==> config.mk <==
export PLATFORM = sky130hd
export DESIGN_NAME = shortest_process_next_queue
export DESIGN_NICKNAME = d
export VERILOG_FILES = /design/src/hw/rtl/spnq_pkg.sv /design/src/hw/rtl/spnq_ram.sv /design/src/hw/rtl/shortest_process_next_queue.sv
export SDC_FILE = /design/constraint.sdc
export NUM_CORES = 1
export LEC_CHECK = 0
export BUFFER_PORTS_ARGS = -buffer_cell sky130_fd_sc_hd__buf_2
export CAP_MARGIN = 15
export CORE_MARGIN = 1.5
export CORE_UTILIZATION = 60
export CTS_BUF_LIST = sky130_fd_sc_hd__clkbuf_8
export CTS_CLUSTER_SIZE = 40
export DETAILED_ROUTE_END_ITERATION = 12
export PLACE_DENSITY = 0.83
export REMOVE_ABC_BUFFERS = 1
export SLEW_MARGIN = 5
export SYNTH_ARGS = -nofsm -noshare
export SYNTH_HDL_FRONTEND = slang
export SYNTH_SLANG_ARGS = --single-unit
==> constraint.sdc <==
create_clock -name clock -period 7.4 [get_ports clock]
set_input_delay 0.74 -clock clock [delete_from_list [all_inputs] [get_ports clock]]
set_output_delay 0.74 -clock clock [all_outputs]
set_load 0.03 [all_outputs]
==> src/hw/rtl/spnq_pkg.sv <==
`default_nettype none
// ----------------------------------------------------------------------------
// spnq_pkg: shared types and codes of the shortest-process-next queue
// Request and response words, status codes, action codes and the sequencer
// state encoding.
// ----------------------------------------------------------------------------
package spnq_pkg;

   // Request word: one tick or one job to add
   typedef struct packed {
      logic        action;
      logic [15:0] burst_time;
   } spnq_req_type;

   // Response word: one per request
   typedef struct packed {
      logic [2:0]  status;
      logic [31:0] turnaround;
      logic [4:0]  queue_count;
      logic [15:0] front_remaining;
   } spnq_rsp_type;

   // Action codes
   localparam logic ACT_TICK = 1'b0;
   localparam logic ACT_ADD  = 1'b1;

   // Status codes
   typedef enum logic [2:0] {
      ST_ADDED     = 3'd0,
      ST_IDLE_TICK = 3'd1,
      ST_RAN       = 3'd2,
      ST_FINISHED  = 3'd3,
      ST_REJ_FULL  = 3'd4,
      ST_REJ_ZERO  = 3'd5
   } spnq_status_type;

   // Sequencer states
   typedef enum logic [2:0] {
      S_IDLE,
      S_ADD_RD,
      S_ADD_CMP,
      S_ADD_PUT,
      S_TICK_RD,
      S_TICK_UPD,
      S_FRONT_RD,
      S_FRONT_GET
   } spnq_state_type;

endpackage
`default_nettype wire

==> src/hw/rtl/spnq_ram.sv <==
`default_nettype none
// ----------------------------------------------------------------------------
// spnq_ram: job store of the shortest-process-next queue
// One write port and one read port with registered read data.
// ----------------------------------------------------------------------------
module spnq_ram #(
   parameter int DEPTH = 16,
   parameter int WIDTH = 48
) (
   input  wire logic                     clock,
   input  wire logic                     wr_en,
   input  wire logic [$clog2(DEPTH)-1:0] wr_addr,
   input  wire logic [WIDTH-1:0]         wr_data,
   input  wire logic [$clog2(DEPTH)-1:0] rd_addr,
   output logic      [WIDTH-1:0]         rd_data
);

   logic [WIDTH-1:0] mem_ff [DEPTH];
   logic [WIDTH-1:0] rd_data_ff;

   // Write one entry
   always_ff @(posedge clock) begin
      if (wr_en) begin
         mem_ff[wr_addr] <= wr_data;
      end
   end

   // Register the read word
   always_ff @(posedge clock) begin
      rd_data_ff <= mem_ff[rd_addr];
   end

   assign rd_data = rd_data_ff;

endmodule
`default_nettype wire

==> src/hw/rtl/shortest_process_next_queue.sv <==
`default_nettype none
// ----------------------------------------------------------------------------
// shortest_process_next_queue: non-preemptive shortest-process-next scheduler
// Sorted job queue in a circular store, walked one entry per cycle.
// ----------------------------------------------------------------------------
// Usage:
//   req_* carries one word per event: a tick, or an add with its burst time.
//   rsp_* returns exactly one word per request: status, turnaround of a job
//   that just finished, queue count and remaining ticks of the front job.
//   Both channels move a word when valid is high and stall is low.
// Order of work:
//   A tick on a busy queue passes S_TICK_RD, S_TICK_UPD, S_FRONT_RD and
//   S_FRONT_GET; an idle tick or a rejected add passes S_FRONT_RD and
//   S_FRONT_GET. An accepted add walks down from the tail, one compare per
//   cycle, in S_ADD_RD and S_ADD_CMP (a front job that has run is never
//   passed; with no job to pass it goes straight on), then S_ADD_PUT,
//   S_FRONT_RD and S_FRONT_GET. The next request is taken in the cycle the
//   response turns valid, so a new request is not taken before the last is done.
//   req_stall is high while a word is in work.
// Reset:
//   Synchronous reset empties the queue and clears the time counter.
// Receiver stall:
//   The response sits in an output register; the next request is taken
//   meanwhile, and its response waits until the register is free.
// ----------------------------------------------------------------------------
module shortest_process_next_queue
   import spnq_pkg::*;
#(
   parameter int QUEUE_DEPTH = 16,
   parameter int BURST_BITS  = 16,
   parameter int TIME_BITS   = 32
) (
   input  wire logic         clock,
   input  wire logic         reset,
   input  wire logic         req_valid,
   output logic              req_stall,
   input  wire spnq_req_type req_data,
   output logic              rsp_valid,
   input  wire logic         rsp_stall,
   output spnq_rsp_type      rsp_data
);

   localparam int ADDR_BITS  = $clog2(QUEUE_DEPTH);
   localparam int CNT_BITS   = $clog2(QUEUE_DEPTH + 1);
   localparam int ENTRY_BITS = BURST_BITS + TIME_BITS;

   typedef logic [BURST_BITS-1:0] burst_type;
   typedef logic [TIME_BITS-1:0]  time_type;
   typedef logic [ADDR_BITS-1:0]  addr_type;
   typedef logic [CNT_BITS-1:0]   cnt_type;

   // Circular pointer steps
   function automatic addr_type ptr_inc(input addr_type p);
      return (p == addr_type'(QUEUE_DEPTH - 1)) ? '0 : p + addr_type'(1);
   endfunction

   function automatic addr_type ptr_dec(input addr_type p);
      return (p == '0) ? addr_type'(QUEUE_DEPTH - 1) : p - addr_type'(1);
   endfunction

   spnq_state_type  state_ff, state_in;
   cnt_type         count_ff, count_in;
   addr_type        head_ff, head_in;
   addr_type        tail_ff, tail_in;
   time_type        time_ff, time_in;
   logic            started_ff, started_in;
   logic            rsp_valid_ff, rsp_valid_in;
   burst_type       burst_ff, burst_in;
   addr_type        rd_ptr_ff, rd_ptr_in;
   addr_type        wr_ptr_ff, wr_ptr_in;
   cnt_type         left_ff, left_in;
   spnq_status_type status_ff, status_in;
   time_type        turn_ff, turn_in;
   spnq_rsp_type    rsp_data_ff, rsp_data_in;

   logic                  ram_we;
   addr_type              ram_waddr;
   logic [ENTRY_BITS-1:0] ram_wdata;
   addr_type              ram_raddr;
   logic [ENTRY_BITS-1:0] ram_rdata;
   burst_type             rd_rem;
   time_type              rd_start;
   burst_type             rem_dec;

   spnq_ram #(
      .DEPTH (QUEUE_DEPTH),
      .WIDTH (ENTRY_BITS)
   ) u_ram (
      .clock   (clock),
      .wr_en   (ram_we),
      .wr_addr (ram_waddr),
      .wr_data (ram_wdata),
      .rd_addr (ram_raddr),
      .rd_data (ram_rdata)
   );

   // Split the stored entry into remaining time and start time
   assign rd_rem   = ram_rdata[ENTRY_BITS-1 -: BURST_BITS];
   assign rd_start = ram_rdata[TIME_BITS-1:0];
   assign rem_dec  = rd_rem - burst_type'(1);

   // Next state, datapath and store control
   always_comb begin
      state_in     = state_ff;
      count_in     = count_ff;
      head_in      = head_ff;
      tail_in      = tail_ff;
      time_in      = time_ff;
      started_in   = started_ff;
      burst_in     = burst_ff;
      rd_ptr_in    = rd_ptr_ff;
      wr_ptr_in    = wr_ptr_ff;
      left_in      = left_ff;
      status_in    = status_ff;
      turn_in      = turn_ff;
      rsp_data_in  = rsp_data_ff;
      rsp_valid_in = rsp_valid_ff && rsp_stall;
      ram_we       = 1'b0;
      ram_waddr    = wr_ptr_ff;
      ram_wdata    = {burst_ff, time_ff};
      ram_raddr    = rd_ptr_ff;
      req_stall    = (state_ff != S_IDLE);

      case (state_ff)
         S_IDLE: begin
            if (req_valid) begin
               burst_in = burst_type'(req_data.burst_time);
               turn_in  = '0;
               if (req_data.action == ACT_ADD) begin
                  if (burst_in == '0) begin
                     status_in = ST_REJ_ZERO;
                     state_in  = S_FRONT_RD;
                  end else if (count_ff == cnt_type'(QUEUE_DEPTH)) begin
                     status_in = ST_REJ_FULL;
                     state_in  = S_FRONT_RD;
                  end else begin
                     // walk down from the tail; a started front job stays put
                     status_in = ST_ADDED;
                     wr_ptr_in = tail_ff;
                     rd_ptr_in = ptr_dec(tail_ff);
                     left_in   = (started_ff && count_ff != '0) ?
                                 count_ff - cnt_type'(1) : count_ff;
                     state_in  = (left_in == '0) ? S_ADD_PUT : S_ADD_RD;
                  end
               end else begin
                  time_in = time_ff + time_type'(1);
                  if (count_ff == '0) begin
                     status_in = ST_IDLE_TICK;
                     state_in  = S_FRONT_RD;
                  end else begin
                     state_in = S_TICK_RD;
                  end
               end
            end
         end

         S_ADD_RD: begin
            ram_raddr = rd_ptr_ff;
            rd_ptr_in = ptr_dec(rd_ptr_ff);
            state_in  = S_ADD_CMP;
         end

         S_ADD_CMP: begin
            // read the next lower entry ahead while this one is compared
            ram_raddr = rd_ptr_ff;
            if (rd_rem > burst_ff) begin
               ram_we    = 1'b1;
               ram_waddr = wr_ptr_ff;
               ram_wdata = ram_rdata;
               wr_ptr_in = ptr_dec(wr_ptr_ff);
               rd_ptr_in = ptr_dec(rd_ptr_ff);
               left_in   = left_ff - cnt_type'(1);
               if (left_ff == cnt_type'(1)) begin
                  state_in = S_ADD_PUT;
               end
            end else begin
               state_in = S_ADD_PUT;
            end
         end

         S_ADD_PUT: begin
            ram_we    = 1'b1;
            ram_waddr = wr_ptr_ff;
            ram_wdata = {burst_ff, time_ff};
            tail_in   = ptr_inc(tail_ff);
            count_in  = count_ff + cnt_type'(1);
            state_in  = S_FRONT_RD;
         end

         S_TICK_RD: begin
            ram_raddr = head_ff;
            state_in  = S_TICK_UPD;
         end

         S_TICK_UPD: begin
            // run the front job one tick; drop it when done
            started_in = 1'b1;
            if (rem_dec == '0) begin
               turn_in    = time_ff - rd_start;
               head_in    = ptr_inc(head_ff);
               count_in   = count_ff - cnt_type'(1);
               started_in = 1'b0;
               status_in  = ST_FINISHED;
            end else begin
               ram_we    = 1'b1;
               ram_waddr = head_ff;
               ram_wdata = {rem_dec, rd_start};
               status_in = ST_RAN;
            end
            state_in = S_FRONT_RD;
         end

         S_FRONT_RD: begin
            ram_raddr = head_ff;
            state_in  = S_FRONT_GET;
         end

         S_FRONT_GET: begin
            // keep the front entry on the read port while the output waits
            ram_raddr = head_ff;
            if (!rsp_valid_ff || !rsp_stall) begin
               rsp_valid_in                = 1'b1;
               rsp_data_in.status          = status_ff;
               rsp_data_in.turnaround      = 32'(turn_ff);
               rsp_data_in.queue_count     = 5'(count_ff);
               rsp_data_in.front_remaining = (count_ff != '0) ? 16'(rd_rem) : 16'd0;
               state_in                    = S_IDLE;
            end
         end

         default: begin
            state_in = S_IDLE;
         end
      endcase
   end

   // Control registers
   always_ff @(posedge clock) begin
      if (reset) begin
         state_ff     <= S_IDLE;
         count_ff     <= '0;
         head_ff      <= '0;
         tail_ff      <= '0;
         time_ff      <= '0;
         started_ff   <= 1'b0;
         rsp_valid_ff <= 1'b0;
      end else begin
         state_ff     <= state_in;
         count_ff     <= count_in;
         head_ff      <= head_in;
         tail_ff      <= tail_in;
         time_ff      <= time_in;
         started_ff   <= started_in;
         rsp_valid_ff <= rsp_valid_in;
      end
   end

   // Payload registers
   always_ff @(posedge clock) begin
      burst_ff    <= burst_in;
      rd_ptr_ff   <= rd_ptr_in;
      wr_ptr_ff   <= wr_ptr_in;
      left_ff     <= left_in;
      status_ff   <= status_in;
      turn_ff     <= turn_in;
      rsp_data_ff <= rsp_data_in;
   end

   assign rsp_valid = rsp_valid_ff;
   assign rsp_data  = rsp_data_ff;

   // Queue never holds more jobs than it has entries
   a_count_bound: assert property (@(posedge clock) disable iff (reset)
      int'(count_ff) <= QUEUE_DEPTH)
      else $error("queue count exceeds depth");

   // Tail pointer stays head plus count around the ring
   a_tail_track: assert property (@(posedge clock) disable iff (reset)
      (int'(head_ff) + int'(count_ff) == int'(tail_ff)) ||
      (int'(head_ff) + int'(count_ff) == int'(tail_ff) + QUEUE_DEPTH))
      else $error("tail pointer out of step with head and count");

   // A started front job exists in the queue
   a_started_job: assert property (@(posedge clock) disable iff (reset)
      started_ff |-> (count_ff != '0))
      else $error("front marked started on empty queue");

   // Turnaround is reported only for a finished job
   a_turn_only_finish: assert property (@(posedge clock) disable iff (reset)
      rsp_valid_ff |-> (rsp_data_ff.status == ST_FINISHED ||
                        rsp_data_ff.turnaround == 32'd0))
      else $error("turnaround on non-finish response");

endmodule
`default_nettype wire
==> results of run 1 <==
==> critical path, delay by kind of cell, from the launching register on <==
kind	cells	cell delay, ps
flip-flops	1	370
AO/OA/AOI/OAI	4	1880
AND/OR/NAND/NOR	4	1760
buffers and inverters	2	720
adder cells (fa/ha/maj)	1	260
==> cells by family (layout without fill, tap and decap cells) <==
logic type | after synthesis | after routing
other | 0 | 2
muxes | 202 | 202
DFF | 986 | 986
buffers and inverters | 200 | 481
adders and majority gates | 63 | 63
xor gates and xnor gates | 60 | 60
AOI/OAI and AO/OA | 366 | 366
and+or+nand+nor | 575 | 575
==> sequential cells by signal, indices dropped and copies added (netlist names) <==
signal / cells
burst_ff: 16
count_ff: 5
head_ff: 4
left_ff: 5
rd_ptr_ff: 4
rsp_data: 56
rsp_valid: 1
started_ff: 1
state_ff: 3
status_ff: 3
tail_ff: 4
time_ff: 32
turn_ff: 32
u_ram.mem_ff: 768
u_ram.rd_data: 48
wr_ptr_ff: 4
==> power groups by stage <==
stage	combinational (uW)	clock [uW]	sequential, uW
floorplan	3640	0	7300
global placement	5390	0	7390
detailed placement	5520	0	7420
CTS	5540	4420	7320
global route	5980	4660	7360
finish	5570	4380	7330
==> final cells by class <==
| type | count | area (sq um) |
|---|---|---|
| flip-flops and latches | 986 | 28600 |
| fillers | 4109 | 21300 |
| multi-input cells | 1266 | 11100 |
| clock buffers | 167 | 2300 |
| well taps | 864 | 1080 |
| repair buffers | 118 | 732 |
| clock inverters | 114 | 671 |
| inverters | 82 | 308 |
| diodes | 2 | 5.00 |
==> metal layers <==
metal  routed length [um]  vias up  GRT usage [%]
met2                45800     1406           44.8
met5                    0        -              0
met1                36500    11700           38.7
met3                 8920      214           5.89
met4                 3000        0           10.7
li1                     -     9962              -
==> how the worst min path moves through the flow <==
stage,endpoint,cells after the start,slack (ps)
2_1_floorplan,rsp_data[21],0,400
3_3_place_gp,rsp_data[37],0,410
3_5_place_dp,rsp_data[34],0,400
4_1_cts,burst_ff[7],1,60
5_1_grt,burst_ff[7],1,70
6_report,burst_ff[7],1,130
==> synth_stat cells, types with 15 or more instances <==
cell | instances | area share [%]
sky130_fd_sc_hd__edfxtp_1 | 888 | 66
sky130_fd_sc_hd__nand2_1 | 233 | 2.2
sky130_fd_sc_hd__mux4_2 | 192 | 11
sky130_fd_sc_hd__nor2_1 | 115 | 1.1
sky130_fd_sc_hd__dfxtp_1 | 98 | 4.9
sky130_fd_sc_hd__inv_1 | 79 | 0.74
sky130_fd_sc_hd__and2_1 | 70 | 1.1
sky130_fd_sc_hd__a21oi_1 | 69 | 0.86
sky130_fd_sc_hd__clkbuf_1 | 69 | 0.64
sky130_fd_sc_hd__ha_1 | 62 | 1.9
sky130_fd_sc_hd__a211oi_1 | 60 | 1.1
sky130_fd_sc_hd__a31oi_1 | 57 | 0.89
sky130_fd_sc_hd__o21ai_1 | 44 | 0.55
sky130_fd_sc_hd__o21ai_0 | 38 | 0.47
sky130_fd_sc_hd__xor2_1 | 37 | 0.81
sky130_fd_sc_hd__nand3_1 | 34 | 0.42
sky130_fd_sc_hd__buf_2 | 32 | 0.40
sky130_fd_sc_hd__nor3_1 | 30 | 0.37
sky130_fd_sc_hd__a21o_1 | 23 | 0.43
sky130_fd_sc_hd__xnor2_1 | 23 | 0.50
sky130_fd_sc_hd__nand4_1 | 19 | 0.30
sky130_fd_sc_hd__buf_1 | 15 | 0.14
==> through the flow <==
step,power (uW),std cells
2_1_floorplan,10900,2334
3_3_place_gp,12800,3311
3_5_place_dp,12900,3311
4_1_cts,17300,3592
5_1_grt,18000,3598
6_report,17300,3599
==> run metrics, run 1 <==
outcome=complete, no violations; # setup viols final=0; share of cell area taken by muxes after synthesis=11.0%; min Tclk post-route=5420 ps; number of standard-cell rows in the floorplan=94; Post-Route Hold Slack=131 ps; global placement routability congestion=0.889; drt first-iter violations=2815; dominant combinational cell family by area after synthesis=multiplexers; number of register bits inferred by synthesis=986; Die Ht=262 um; synthesized-area fraction occupied by and/or/nand/nor cells=6.74%; count of flip-flops with a built-in enable after synthesis=888; number of resized instances in the post-cts repair step=0; Clock Tree Buf Depth=3; Top FF cell, synth=sky130_fd_sc_hd__edfxtp_1; total negative setup slack=0 ps; Critical Path Source=u_ram.rd_data[32]; clk sink count=986; worst vdd ir=0.425 mV; Switching Fraction=33.9%; DIE AREA=68700 sq um; capture instance of the worst register-to-register path=u_ram.mem_ff[1][26]; post-route core utilization=67.8%; cell with the largest stage delay on the worst path=sky130_fd_sc_hd__and2_2; wirelength, routed=94200 um; fraction of the yosys area taken by sequential cells=71.1%; origin of the critical flop-to-flop path=u_ram.rd_data[32]; hold-fix buffers at CTS=0; most common library cell in the layout ignoring fill and taps=sky130_fd_sc_hd__edfxtp_1; WL/cell=26.2 um; final period utilization=73.2%; Synth Area per Inst=16.4 sq um; slew at the pin closest to its max-slew limit=1140 ps; DRC viols=0; boundary pin count=79; post-synthesis async set-or-reset flop share=0%; cell area after placement=41700 sq um; power per cell area=386 nW/um^2; First-pass DRT Iterations=7; Switch Pwr=5850 uW; RSZ-0062 raised after global routing=false; headroom to the max-slew limit=23.7%; CP arrival=5860 ps; combinational group share of total power=32.3%; category of the critical setup timing path=reg -> reg; clk slew on worst S/H paths=60 ps; worst min-delay path category=in -> reg; root buffer selected by CTS=sky130_fd_sc_hd__clkbuf_8; pin count of the biggest net entering global routing=151; Hold Crit Start=req_data[7]; CP Capture Type=flip-flop; buffers inserted by post-CTS timing repair=0; vias per std cell=6.46; distinct cell type count after synthesis=73; area of the mapped netlist=40300 sq um; overall global routing resource usage=28.1%; Int Pwr=11400 uW; Starting Density=60.9%; hold violation total from the final report=0; area grow syn2layout=11.2%; most numerous cell on the critical path=sky130_fd_sc_hd__o21ai_1; data required time of the critical path=7850 ps; HPWL Detailed=56300 um; number of buffers added on ports=78; adder-cell share of the synthesized area=1.98%; total of max-cap violations=0; final non-filler cell area=44800 sq um; CP Launch Type=flip-flop; Via Count=23300; R2R Setup Slk=1980 ps; Die X-Extent=262 um; TritonCTS clock tree=yes; post-route ant nets=0; total congestion overflow=0; commonest non-fill, non-tap cells in the layout=sky130_fd_sc_hd__edfxtp_1, sky130_fd_sc_hd__nand2_1, sky130_fd_sc_hd__mux4_2; reported leakage power=0.0149 uW; complex-gate fraction of the synthesized area=5.89%; number of antenna violations at the first check in global routing=3; skew final=28.9 ps; max incr delay on CP=910 ps; total clock buffers created by CTS=150; critical path cell sequence=inv_1 > ha_1 > or3b_1 > nor3b_1 > o21ai_1 > a2111oi_4 > a21o_1 > and2_2 > buf_4 > nand2_1 > o21ai_1; Post-Synthesis Cells=2452; fraction of final layout cells with drive strength greater than 1=20.2%; via count of the first global-routing pass=23300; net count reported at finish=2688; post-synthesis xor/xnor area fraction=1.31%; CTS H-tree lvls=4; worst slack at placement=2250 ps; Clock Power Share=25.3%; sequential cell fraction of total power=42.4%; max-slew violations=0; achievable clock frequency=0.185 GHz; standard cell core area=66100 sq um; Critical Path Fanout Max=41; clock latency on the worst-skew pair=820 ps; worst reg-to-reg path cell count=11; min setup slack post-route=1980 ps; wire length of the first global-routing pass=141000 um; destination of the critical timing path=u_ram.mem_ff[1][26]; yosys warns=0
(Power assumes the default switching activity.)
==> inputs of run 2 (changes only) <==
==> constraint.sdc (replaced) <==
create_clock -name clock -period 5.57 [get_ports clock]
set_input_delay 0.557 -clock clock [delete_from_list [all_inputs] [get_ports clock]]
set_output_delay 0.557 -clock clock [all_outputs]
set_load 0.03 [all_outputs]
==> run 2 against run 1 <==
Against the previous run:
- combinational power up 34%
- fmax up 18%
- register-to-register slack worse by 1000 ps
- total power up 34%
- routed wire length up 2.9%
- non-clock buffer count up 33
- clock-buffer cell count up 3
- highest routed layer unchanged
- die area unchanged
- sequential share of layout area down 0.65 points
- setup slack worse by 1000 ps
==> run metrics, run 2 (synthesis results as in run 1) <==
outcome=complete, no violations; max incr delay on CP=950 ps; cell total after placement=3331; standard cell core area=66100 sq um; CP Launch Type=flip-flop; CP Capture Type=flip-flop; power per cell area=512 nW/um^2; final period utilization=82.4%; total congestion overflow=0; number of flip-flops in the largest register=768; root buffer selected by CTS=sky130_fd_sc_hd__clkbuf_8; reported leakage power=0.0150 uW; drt first-iter violations=3321; global placement routability congestion=0.921; register name with the most flops=u_ram.mem_ff; critical path cell sequence=inv_1 > ha_1 > nor3b_1 > nor2_1 > o21ai_0 > nand3_1 > a21o_1 > nor3b_1 > a31oi_1 > nor2_4 > buf_4; First-pass DRT Iterations=6; worst vdd ir=0.457 mV; clock latency on the worst-skew pair=820 ps; WL/cell=26.7 um; net count reported at finish=2726; total clock buffers created by CTS=155; CP arrival=5060 ps; CTS H-tree lvls=4; CP delay by family, top=simple AND/OR/NAND/NOR gates; max-slew violations=0; Post-Route Hold Slack=59.6 ps; TritonCTS clock tree=yes; data required time of the critical path=6040 ps; Bufs and invs on worst path=2; clk slew on worst S/H paths=60 ps; Die Ht=262 um; area grow syn2layout=12.4%; vias per std cell=6.55; headroom to the max-slew limit=20.9%; Most Crowded Layer GR=met2; worst min-delay path category=in -> reg; GR met3 Demand/Resource=6.81%; RSZ-0062 raised after global routing=false; global routing met2 resource utilization=45.6%; final cell count without fillers=3632; Critical Path Fanout Max=24; # setup viols final=0; pin count of the biggest net entering global routing=97; HPWL Detailed=56700 um; Starting Density=60.9%; most numerous cell on the critical path=sky130_fd_sc_hd__nor3b_1; most common library cell in the layout ignoring fill and taps=sky130_fd_sc_hd__edfxtp_1; clk sink count=986; DRC viols=0; post-route ant nets=0; boundary pin count=79; cell with the largest stage delay on the worst path=sky130_fd_sc_hd__nor2_4; skew final=40.3 ps; via count of the first global-routing pass=23700; fraction of final layout cells with drive strength greater than 1=20.6%; number of resized instances in the post-cts repair step=0; Via Count=23800; achievable clock frequency=0.218 GHz; fill cell total of the finished layout=4044; number of antenna violations at the first check in global routing=3; Die X-Extent=262 um; met1 Usage GRT=39.5%; wirelength, routed=96900 um; slew at the pin closest to its max-slew limit=1190 ps; number of buffers added on ports=78; DIE AREA=68700 sq um; category of the critical setup timing path=reg -> reg; hold violation total from the final report=0; total of max-cap violations=0; overall global routing resource usage=28.9%; commonest non-fill, non-tap cells in the layout=sky130_fd_sc_hd__edfxtp_1, sky130_fd_sc_hd__nand2_1, sky130_fd_sc_hd__mux4_2; Clock Tree Buf Depth=3; number of standard-cell rows in the floorplan=94; min Tclk post-route=4590 ps; wire length of the first global-routing pass=145000 um; total negative setup slack=0 ps
-- run 2: metal layers --
layer | vias to the layer above | share of wire, %
met2 | 1760 | 48
met1 | 11800 | 37
li1 | 10000 | -
met5 | - | 0
met3 | 239 | 11
met4 | 0 | 3.4
-- run 2: layout make-up --
type | instances | area [sq um] | area share (%)
flip-flops and latches | 986 | 28600 | 63.3
clock buffers | 170 | 2340 | 5.17
multi-input cells | 1266 | 11000 | 24.4
repair buffers | 151 | 1180 | 2.61
well taps | 864 | 1080 | 2.39
inverters | 82 | 308 | 0.680
clock inverters | 112 | 681 | 1.50
diodes | 1 | 2.50 | 0.00553
-- run 2: worst reg2reg max path: stages (launching register included) --
cell                      delay (ps)
sky130_fd_sc_hd__dfxtp_1         350
sky130_fd_sc_hd__inv_1           140
sky130_fd_sc_hd__ha_1            260
sky130_fd_sc_hd__nor3b_1         750
sky130_fd_sc_hd__nor2_1          160
sky130_fd_sc_hd__o21ai_0         190
sky130_fd_sc_hd__nand3_1         200
sky130_fd_sc_hd__a21o_1          320
sky130_fd_sc_hd__nor3b_1         270
sky130_fd_sc_hd__a31oi_1         240
sky130_fd_sc_hd__nor2_4          950
sky130_fd_sc_hd__buf_4           420
-- run 2: timing repair --
action | CTS | global route
setup buffers | 0 | 0
hold buffers | 16 | 0
hold endpoints to repair | 16 | 0
-- run 2: metrics by stage --
| stage | util (%) | instance area [sq um] | power, uW | setup WS, ps |
|---|---|---|---|---|
| floorplan | - | 39800 | 13900 | -14360 |
| finish | 68.4 | 45200 | 23200 | 980 |
| global placement | 63.6 | 42000 | 17000 | 1250 |
| detailed placement | 63.6 | 42000 | 17200 | 1070 |
| global route | 68.4 | 45200 | 24100 | 697 |
| CTS | 68.4 | 45200 | 23200 | 1020 |
-- run 2: worst paths after layout --
path / cells past startpoint / endpoint / startpoint / slack, ps
worst max-delay path: 11 / u_ram.mem_ff[4][36] / u_ram.rd_data[32] / 980
worst min-delay path: 3 / rsp_valid / rsp_stall / 60
worst max register to register: 11 / u_ram.mem_ff[4][36] / u_ram.rd_data[32] / 980
worst min register to register: 0 / rsp_data[55] / status_ff[2] / 410
-- run 2: power breakdown --
part / switching [uW] / internal [uW]
Sequential: 491 / 9260
Combinational: 4470 / 3010
Clock: 2820 / 3110
